<file path="config.mk">
export PLATFORM = sky130hd
export DESIGN_NAME = rect_placement_checker_unit
export DESIGN_NICKNAME = d
export VERILOG_FILES = /design/src/rtl/rpc_pkg.sv /design/src/rtl/rpc_rect_ram.sv /design/src/rtl/rpc_overlap.sv /design/src/rtl/rect_placement_checker_unit.sv
export SDC_FILE = /design/constraint.sdc
export NUM_CORES = 2
export LEC_CHECK = 0
export BUFFER_PORTS_ARGS = -buffer_cell sky130_fd_sc_hd__buf_2
export CAP_MARGIN = 20
export CORE_MARGIN = 4
export CORE_UTILIZATION = 30
export CTS_CLUSTER_SIZE = 16
export DETAILED_ROUTE_END_ITERATION = 16
export PLACE_DENSITY = 0.43
export SYNTH_ARGS = -nofsm -noshare
export SYNTH_HDL_FRONTEND = slang
export SYNTH_SLANG_ARGS = --single-unit
</file>
<file path="constraint.sdc">
create_clock -name clk -period 7.8 [get_ports clk]
set_input_delay 0 -clock clk [delete_from_list [all_inputs] [get_ports clk]]
set_output_delay 0 -clock clk [all_outputs]
set_load 0.05 [all_outputs]
</file>
<file path="src/rtl/rpc_pkg.sv">
package rpc_pkg;

  localparam int MAX_RECTS     = 64;
  localparam int DIM_BITS      = 11;
  localparam int POS_BITS      = DIM_BITS + 1;
  localparam int AREA_BITS     = 2 * DIM_BITS;
  localparam int IDX_BITS      = $clog2(MAX_RECTS);
  localparam int CNT_BITS      = $clog2(MAX_RECTS + 1);
  localparam int TAG_BITS      = 16;
  localparam int CFG_IDX_BITS  = 2;
  localparam int CFG_DATA_BITS = 16;

  localparam logic [CFG_IDX_BITS-1:0] REG_BIN_WIDTH  = 2'd0;
  localparam logic [CFG_IDX_BITS-1:0] REG_BIN_HEIGHT = 2'd1;
  localparam logic [CFG_IDX_BITS-1:0] REG_BIN_NUMBER = 2'd2;

  localparam logic [DIM_BITS-1:0]  RESET_BIN_WIDTH  = DIM_BITS'(1024);
  localparam logic [DIM_BITS-1:0]  RESET_BIN_HEIGHT = DIM_BITS'(1024);
  localparam logic [TAG_BITS-1:0]  RESET_BIN_NUMBER = '0;
  localparam logic [AREA_BITS-1:0] RESET_FREE_AREA  = AREA_BITS'(1024 * 1024);

  typedef struct packed {
    logic [DIM_BITS-1:0]        rect_width;
    logic [DIM_BITS-1:0]        rect_height;
    logic                       rotated;
    logic signed [POS_BITS-1:0] pos_x;
    logic signed [POS_BITS-1:0] pos_y;
  } rpc_in_t;

  typedef struct packed {
    logic                 accepted;
    logic                 table_full;
    logic [AREA_BITS-1:0] free_area;
    logic [CNT_BITS-1:0]  placed_count;
    logic [TAG_BITS-1:0]  bin_tag;
  } rpc_out_t;

  // One stored placement: position and size after rotation.
  typedef struct packed {
    logic [DIM_BITS-1:0] x;
    logic [DIM_BITS-1:0] y;
    logic [DIM_BITS-1:0] w;
    logic [DIM_BITS-1:0] h;
  } rpc_entry_t;

  localparam int ENTRY_BITS = $bits(rpc_entry_t);

endpackage

</file>
<file path="src/rtl/rpc_rect_ram.sv">
module rpc_rect_ram (
  input  logic                         clk,
  input  logic                         we,
  input  logic [rpc_pkg::IDX_BITS-1:0] waddr,
  input  rpc_pkg::rpc_entry_t          wdata,
  input  logic                         re,
  input  logic [rpc_pkg::IDX_BITS-1:0] raddr,
  output rpc_pkg::rpc_entry_t          rdata
);

  logic [rpc_pkg::ENTRY_BITS-1:0] mem [rpc_pkg::MAX_RECTS];

  always_ff @(posedge clk) begin
    if (we) begin
      mem[waddr] <= wdata;
    end
  end

  always_ff @(posedge clk) begin
    if (re) begin
      rdata <= mem[raddr];
    end
  end

endmodule

</file>
<file path="src/rtl/rpc_overlap.sv">
module rpc_overlap (
  input  rpc_pkg::rpc_entry_t cand,
  input  rpc_pkg::rpc_entry_t stored,
  output logic                hit
);

  logic [rpc_pkg::POS_BITS-1:0] cand_x0, cand_x1, cand_y0, cand_y1;
  logic [rpc_pkg::POS_BITS-1:0] st_x0, st_x1, st_y0, st_y1;

  // Half-open intervals: rectangles that only share an edge do not collide.
  always_comb begin
    cand_x0 = {1'b0, cand.x};
    cand_y0 = {1'b0, cand.y};
    cand_x1 = {1'b0, cand.x} + {1'b0, cand.w};
    cand_y1 = {1'b0, cand.y} + {1'b0, cand.h};
    st_x0   = {1'b0, stored.x};
    st_y0   = {1'b0, stored.y};
    st_x1   = {1'b0, stored.x} + {1'b0, stored.w};
    st_y1   = {1'b0, stored.y} + {1'b0, stored.h};
    hit     = (cand_x0 < st_x1) && (cand_x1 > st_x0) &&
              (cand_y0 < st_y1) && (cand_y1 > st_y0);
  end

endmodule

</file>
<file path="src/rtl/rect_placement_checker_unit.sv">
// Placement checker for one bin. Each input transaction asks to place a
// rectangle; exactly one result transaction follows it. A request that passes
// the table, bounds and area checks goes through the check, scan, write and
// finish states, the scan covering the N stored rectangles (at most 63
// while the table has room; none when it is empty): the store is one memory
// with a single read port, so one stored rectangle is compared per cycle.
// The scan stops at the first overlap, which rejects the request. Requests
// rejected for a full table, a negative position, the bin bounds or free
// area skip the scan and go from the check state straight to finish. The
// finish state waits while the output register holds a stalled earlier result.
// The input stalls from acceptance until the result is loaded into the output
// register, and the next request can be accepted at the following edge, even
// if that result has not yet been taken. Writing any configuration register
// empties the store and reloads the free area with the bin width times the
// bin height.
module rect_placement_checker_unit (
  input  logic                              clk,
  input  logic                              rst,
  input  logic                              in_valid,
  output logic                              in_stall,
  input  rpc_pkg::rpc_in_t                  in_data,
  output logic                              out_valid,
  input  logic                              out_stall,
  output rpc_pkg::rpc_out_t                 out_data,
  input  logic                              cfg_we,
  input  logic [rpc_pkg::CFG_IDX_BITS-1:0]  cfg_index,
  input  logic [rpc_pkg::CFG_DATA_BITS-1:0] cfg_data
);

  localparam logic [2:0] ST_IDLE   = 3'd0;
  localparam logic [2:0] ST_CHECK  = 3'd1;
  localparam logic [2:0] ST_SCAN   = 3'd2;
  localparam logic [2:0] ST_WRITE  = 3'd3;
  localparam logic [2:0] ST_FINISH = 3'd4;

  logic [2:0] state, state_next;

  logic [rpc_pkg::DIM_BITS-1:0]  bin_w, bin_h;
  logic [rpc_pkg::TAG_BITS-1:0]  bin_number;
  logic [rpc_pkg::CNT_BITS-1:0]  count;
  logic [rpc_pkg::AREA_BITS-1:0] free_area;

  // Current request.
  logic                          neg_pos;
  rpc_pkg::rpc_entry_t           cand;
  logic [rpc_pkg::AREA_BITS-1:0] area;
  logic                          ok;
  logic                          full;
  logic [rpc_pkg::IDX_BITS-1:0]  scan_idx;

  logic                          accept_in;
  logic                          cfg_hit;
  logic [rpc_pkg::DIM_BITS-1:0]  new_width, new_height;

  logic                          fail_early;
  logic                          is_full;
  logic                          last;
  logic                          hit;
  logic                          load_out;

  logic                          ram_we, ram_re;
  logic [rpc_pkg::IDX_BITS-1:0]  ram_raddr;
  rpc_pkg::rpc_entry_t           ram_rdata;

  assign accept_in = in_valid && !in_stall;
  assign in_stall  = (state != ST_IDLE);

  assign cfg_hit    = cfg_we && (cfg_index == rpc_pkg::REG_BIN_WIDTH ||
                                 cfg_index == rpc_pkg::REG_BIN_HEIGHT ||
                                 cfg_index == rpc_pkg::REG_BIN_NUMBER);
  assign new_width  = (cfg_index == rpc_pkg::REG_BIN_WIDTH) ?
                      cfg_data[rpc_pkg::DIM_BITS-1:0] : bin_w;
  assign new_height = (cfg_index == rpc_pkg::REG_BIN_HEIGHT) ?
                      cfg_data[rpc_pkg::DIM_BITS-1:0] : bin_h;

  always_comb begin
    is_full    = (count >= rpc_pkg::CNT_BITS'(rpc_pkg::MAX_RECTS));
    fail_early = is_full || neg_pos ||
                 (({1'b0, cand.x} + {1'b0, cand.w}) > {1'b0, bin_w}) ||
                 (({1'b0, cand.y} + {1'b0, cand.h}) > {1'b0, bin_h}) ||
                 (area > free_area);
    last       = ((rpc_pkg::CNT_BITS'(scan_idx) + rpc_pkg::CNT_BITS'(1)) == count);
    load_out   = (state == ST_FINISH) && (!out_valid || !out_stall);
  end

  rpc_overlap u_overlap (
    .cand   (cand),
    .stored (ram_rdata),
    .hit    (hit)
  );

  always_comb begin
    ram_re    = 1'b0;
    ram_raddr = '0;
    ram_we    = (state == ST_WRITE);
    case (state)
      ST_CHECK: begin
        ram_re = !fail_early && (count != '0);
      end
      ST_SCAN: begin
        ram_re    = !hit && !last;
        ram_raddr = scan_idx + rpc_pkg::IDX_BITS'(1);
      end
      default: begin
        ram_re = 1'b0;
      end
    endcase
  end

  rpc_rect_ram u_ram (
    .clk   (clk),
    .we    (ram_we),
    .waddr (count[rpc_pkg::IDX_BITS-1:0]),
    .wdata (cand),
    .re    (ram_re),
    .raddr (ram_raddr),
    .rdata (ram_rdata)
  );

  always_comb begin
    state_next = state;
    case (state)
      ST_IDLE: begin
        if (accept_in) begin
          state_next = ST_CHECK;
        end
      end
      ST_CHECK: begin
        if (fail_early) begin
          state_next = ST_FINISH;
        end else if (count == '0) begin
          state_next = ST_WRITE;
        end else begin
          state_next = ST_SCAN;
        end
      end
      ST_SCAN: begin
        if (hit) begin
          state_next = ST_FINISH;
        end else if (last) begin
          state_next = ST_WRITE;
        end
      end
      ST_WRITE: begin
        state_next = ST_FINISH;
      end
      ST_FINISH: begin
        if (load_out) begin
          state_next = ST_IDLE;
        end
      end
      default: begin
        state_next = ST_IDLE;
      end
    endcase
  end

  always_ff @(posedge clk) begin
    if (rst) begin
      state      <= ST_IDLE;
      bin_w      <= rpc_pkg::RESET_BIN_WIDTH;
      bin_h      <= rpc_pkg::RESET_BIN_HEIGHT;
      bin_number <= rpc_pkg::RESET_BIN_NUMBER;
      count      <= '0;
      free_area  <= rpc_pkg::RESET_FREE_AREA;
      out_valid  <= 1'b0;
    end else begin
      state <= state_next;
      if (cfg_hit) begin
        bin_w <= new_width;
        bin_h <= new_height;
        if (cfg_index == rpc_pkg::REG_BIN_NUMBER) begin
          bin_number <= cfg_data[rpc_pkg::TAG_BITS-1:0];
        end
        count     <= '0;
        free_area <= {{rpc_pkg::DIM_BITS{1'b0}}, new_width} *
                     {{rpc_pkg::DIM_BITS{1'b0}}, new_height};
      end else if (state == ST_WRITE) begin
        count     <= count + rpc_pkg::CNT_BITS'(1);
        free_area <= free_area - area;
      end
      if (load_out) begin
        out_valid <= 1'b1;
      end else if (!out_stall) begin
        out_valid <= 1'b0;
      end
    end
  end

  always_ff @(posedge clk) begin
    if (accept_in) begin
      neg_pos <= in_data.pos_x[rpc_pkg::POS_BITS-1] || in_data.pos_y[rpc_pkg::POS_BITS-1];
      cand.x  <= in_data.pos_x[rpc_pkg::DIM_BITS-1:0];
      cand.y  <= in_data.pos_y[rpc_pkg::DIM_BITS-1:0];
      cand.w  <= in_data.rotated ? in_data.rect_height : in_data.rect_width;
      cand.h  <= in_data.rotated ? in_data.rect_width : in_data.rect_height;
      area    <= {{rpc_pkg::DIM_BITS{1'b0}}, in_data.rect_width} *
                 {{rpc_pkg::DIM_BITS{1'b0}}, in_data.rect_height};
      ok      <= 1'b0;
    end
    if (state == ST_CHECK) begin
      full     <= is_full;
      scan_idx <= '0;
    end
    if (state == ST_SCAN && !hit && !last) begin
      scan_idx <= scan_idx + rpc_pkg::IDX_BITS'(1);
    end
    if (state == ST_WRITE) begin
      ok <= 1'b1;
    end
    if (load_out) begin
      out_data.accepted     <= ok;
      out_data.table_full   <= full;
      out_data.free_area    <= free_area;
      out_data.placed_count <= count;
      out_data.bin_tag      <= ok ? bin_number : '0;
    end
  end

`ifndef ASSERT_OFF
  a_count_bound: assert property (@(posedge clk) disable iff (rst)
    count <= rpc_pkg::CNT_BITS'(rpc_pkg::MAX_RECTS))
    else $error("store count beyond capacity");

  a_write_counts: assert property (@(posedge clk) disable iff (rst)
    (ram_we && !cfg_hit) |=> (count == $past(count) + rpc_pkg::CNT_BITS'(1)))
    else $error("store write did not advance the count");

  a_accept_not_full: assert property (@(posedge clk) disable iff (rst)
    (out_valid && out_data.accepted) |->
      (!out_data.table_full && out_data.placed_count != '0))
    else $error("accepted placement reported with a full or empty store");

  a_reject_no_tag: assert property (@(posedge clk) disable iff (rst)
    (out_valid && !out_data.accepted) |-> (out_data.bin_tag == '0))
    else $error("rejected placement carries a bin tag");

  a_write_not_full: assert property (@(posedge clk) disable iff (rst)
    ram_we |-> (count < rpc_pkg::CNT_BITS'(rpc_pkg::MAX_RECTS)))
    else $error("store written while full");
`endif

endmodule
</file>
==> results.cfg <==
[timing]
finalCritPeriodShare_pct = 89.9
fin_skew_ns = 0.0709
rsz0062_at_grt = no
setup_slack_ns = 0.786
tns_ns = 0
hold_violations = 0
relSlewSlack_pct = 5.46
slew_viol_final = 0
whs_ns = 0.0706
fmax_mhz = 143
worst_pin_slew_ns = 1.42
period_needed_ns = 7.01
setup_violations = 0

[synth]
synthCells = 9752
yosysSeqAreaShare_pct = 68.5
synth_edf_count = 2981
syn_nets = 10240
yosys_warnings = 0
ys_async_sr_fraction_pct = 0
synth_area_leader_cell = edfxtp_1
yosys-top-cells-area = edfxtp_1 67%, nand2_1 5.0%, mux2i_1 3.6%
yosysUniqueCellTypes = 70
synthesis.area_mm2 = 0.133
synth.avg_cell_area_um2 = 13.6
synth_common_cells = 2981 x edfxtp_1, 1779 x nand2_1, 899 x nand3_1, 668 x nor2_1, 478 x mux2i_1
yosys.area.top_type_share_pct = 67.4
yosysMostFrequentCell = edfxtp_1
ys_dominant_reg_cell = edfxtp_1
synth-seq-cells = 3053

[detailed_routing]
routed_via_density = 5.13
first_pass_iters = 8
wl_per_cell_um = 28.4
ant_nets = 0
vias = 83679
drc = 0
drt_iter0_markers = 8505
wl_um = 463000

[cts]
cts-root-buf = clkbuf_16
ctsHtreeMaxLevel = 5
tritoncts = built
clkLatencyLatePin_ns = 0.95
cts.sinks = 3053
clockBufferDepth = 4
clk_pin_slew_worst_paths_ns = 0.06
cts.repair.resized = 0
cts_inserted_buffers = 339

[setup_path]
r2r-end = free_area[20]$_SDFFE_PP1P_
r2r_slack_ns = 1.45
setup.worst_path.end = free_area[20]$_SDFFE_PP1P_
r2r_start = bin_w[5]$_SDFFE_PP0P_
crit_fanout = 21
critPathLaunchType = input port
end_kind = flop
rr_worst_depth = 21
crit_required_ns = 8.62
path_class = in2reg
crit_path_start = cfg_index[1]
crit_arrival_ns = 7.83

[pwr]
p_comb_share_pct = 10.9
finalPower_mw = 38.3
clkPwrFrac_pct = 41.1
cellPowerDensity_mw_per_mm2 = 248
p_leak_nw = 53.4
p_int_mw = 28.9
pwr-share-seq_pct = 48.0
p_sw_share_pct = 24.6
p_switching_mw = 9.42
power.ir.vdd_worst_v = 0.000183

[grt]
grt_use_total_pct = 19.9
antenna_found_initial = 43
grt_max_degree = 118
grt_pass1_wl_um = 649000
grt_pass1_vias = 82653
gr-total-overflow = 0

[placed_design]
numPortBuffers = 118
hpwl_um = 272000
place_ws_ns = 0.941
dp.cells = 15490
gp_congestion = 0.835

[flow_run]
cap_viol_max_count = 0

[floorplan]
die_height_um = 673
rows = 244
start_util_pct = 30.1
num_io_pins = 119
die_x_um = 673
die_area_mm2 = 0.453
core_mm2 = 0.441

[finish]
fin_nets = 10582
drive_gt1_share_pct = 11.9
synthToLayoutAreaGrowth_pct = 16.2
layout.cells.non_filler = 16297

[hold_path]
hold_class = in2reg

[status]
status = complete, no violations
==> cell usage in the layout, fill, tap and decap left out, types with 42 or more instances in the layout <==
cell | Yosys | final
a221oi_1 | 113 | 113
clkbuf_1 | 417 | 67
nor2_4 | 0 | 69
mux4_2 | 162 | 162
mux2i_1 | 478 | 477
nor2_1 | 668 | 600
xnor2_1 | 57 | 56
and2_1 | 77 | 74
and3_1 | 60 | 60
a32oi_1 | 74 | 74
a311oi_1 | 107 | 107
dfxtp_1 | 72 | 72
inv_1 | 305 | 305
clkinv_2 | 0 | 67
buf_4 | 6 | 284
nand3_1 | 899 | 899
a21oi_1 | 198 | 197
ha_1 | 253 | 253
fa_1 | 165 | 165
a31oi_1 | 101 | 101
o21ai_1 | 42 | 42
nor3_1 | 70 | 70
edfxtp_1 | 2981 | 2981
a211oi_1 | 84 | 65
buf_2 | 141 | 118
clkbuf_16 | 0 | 343
dlygate4sd3_1 | 0 | 163
clkinv_1 | 0 | 70
o21ai_0 | 110 | 110
nand2_1 | 1779 | 1775
==> power by group through the flow <==
stage               Combinational, mW  Sequential (mW)  Clock (mW)
floorplan                        2.48             18.9           0
global placement                 4.13             18.8           0
detailed placement               4.15             18.8           0
CTS                              4.24             18.4        16.2
global route                     4.60             18.4        16.8
finish                           4.16             18.4        15.8
==> repair_timing <==
item,in CTS,in global routing
hold buffers,163,0
endpoints found under the setup margin,0,0
setup buffers,0,0
endpoints found under the hold margin,182,0
==> layer usage <==
layer	vias to the layer above	track usage, %	wire length (um)
met5	-	0	38
met4	6	5.90	14900
met3	498	2.63	27400
met2	2767	32.6	218000
met1	43669	27.6	203000
li1	36739	-	-
==> logic make-up (layout without fill, tap and decap cells) <==
logic type / Yosys count / in the layout / share of synthesized area [%]
simple gates: 3666 / 3666 / 11.8
flops: 3053 / 3053 / 68.5
compound gates: 954 / 954 / 4.97
buf+inv: 906 / 1525 / 2.71
mux: 668 / 668 / 6.59
fa+ha+maj: 418 / 418 / 4.87
xor+xnor: 87 / 87 / 0.574
other cells: 0 / 22 / 0
==> area by class of cell <==
type                    instances  area (um2)
fillers                     42608      287000
flip-flops and latches       3053       91000
multi-input cells            5793       38900
clock buffers                 412        8860
well taps                    5904        7390
repair buffers                602        5110
clock inverters               206        1890
inverters                     305        1140
diodes                         22        55.1
==> critical path, cell delays in order <==
cell and delay, ns:
dlygate4sd3_1 0.53, buf_2 0.15, nor2_2 0.73, dlygate4sd3_1 0.91
nand2_1 0.09, o21ai_1 0.32, nand2_1 0.16, fa_1 0.55
fa_1 0.52, inv_1 0.06, fa_1 0.46, fa_1 0.52
inv_1 0.05, fa_1 0.50, inv_1 0.05, ha_1 0.34
and3_1 0.26, and3_1 0.18, nand3_1 0.08, and3_1 0.23
a311oi_1 0.53, a311oi_1 0.23, xnor2_1 0.16, nor3_1 0.15
a21oi_1 0.06
==> per-stage QoR <==
step,instance area [um2],util [%]
2_1_floorplan,133000,-
3_3_place_gp,142000,32.1
3_5_place_dp,142000,32.1
4_1_cts,154000,34.9
5_1_grt,154000,35.0
6_report,154000,35.0
==> sequential cells by signal, indices dropped and copies added, names as in the netlist <==
signal,flops
u_ram.mem,2816
out_data,47
cand,44
u_ram.rdata,44
area,22
free_area,22
bin_number,16
bin_h,11
bin_w,11
count,7
scan_idx,6
state,3
full,1
neg_pos,1
ok,1
out_valid,1
==> how the worst min path moves through the flow <==
stage,cells after the start,slack (ns),from,to
2_1_floorplan,0,0.1,in_data[0],cand[22]$_DFFE_PP_
3_3_place_gp,1,0.18,in_data[10],cand[32]$_DFFE_PP_
3_5_place_dp,1,0.18,in_data[22],cand[43]$_DFFE_PP_
4_1_cts,2,0.003,in_data[0],cand[22]$_DFFE_PP_
5_1_grt,2,0.01,in_data[0],cand[22]$_DFFE_PP_
6_report,2,0.07,in_data[0],cand[22]$_DFFE_PP_
No activity file was read; power rests on OpenSTA's default activity.
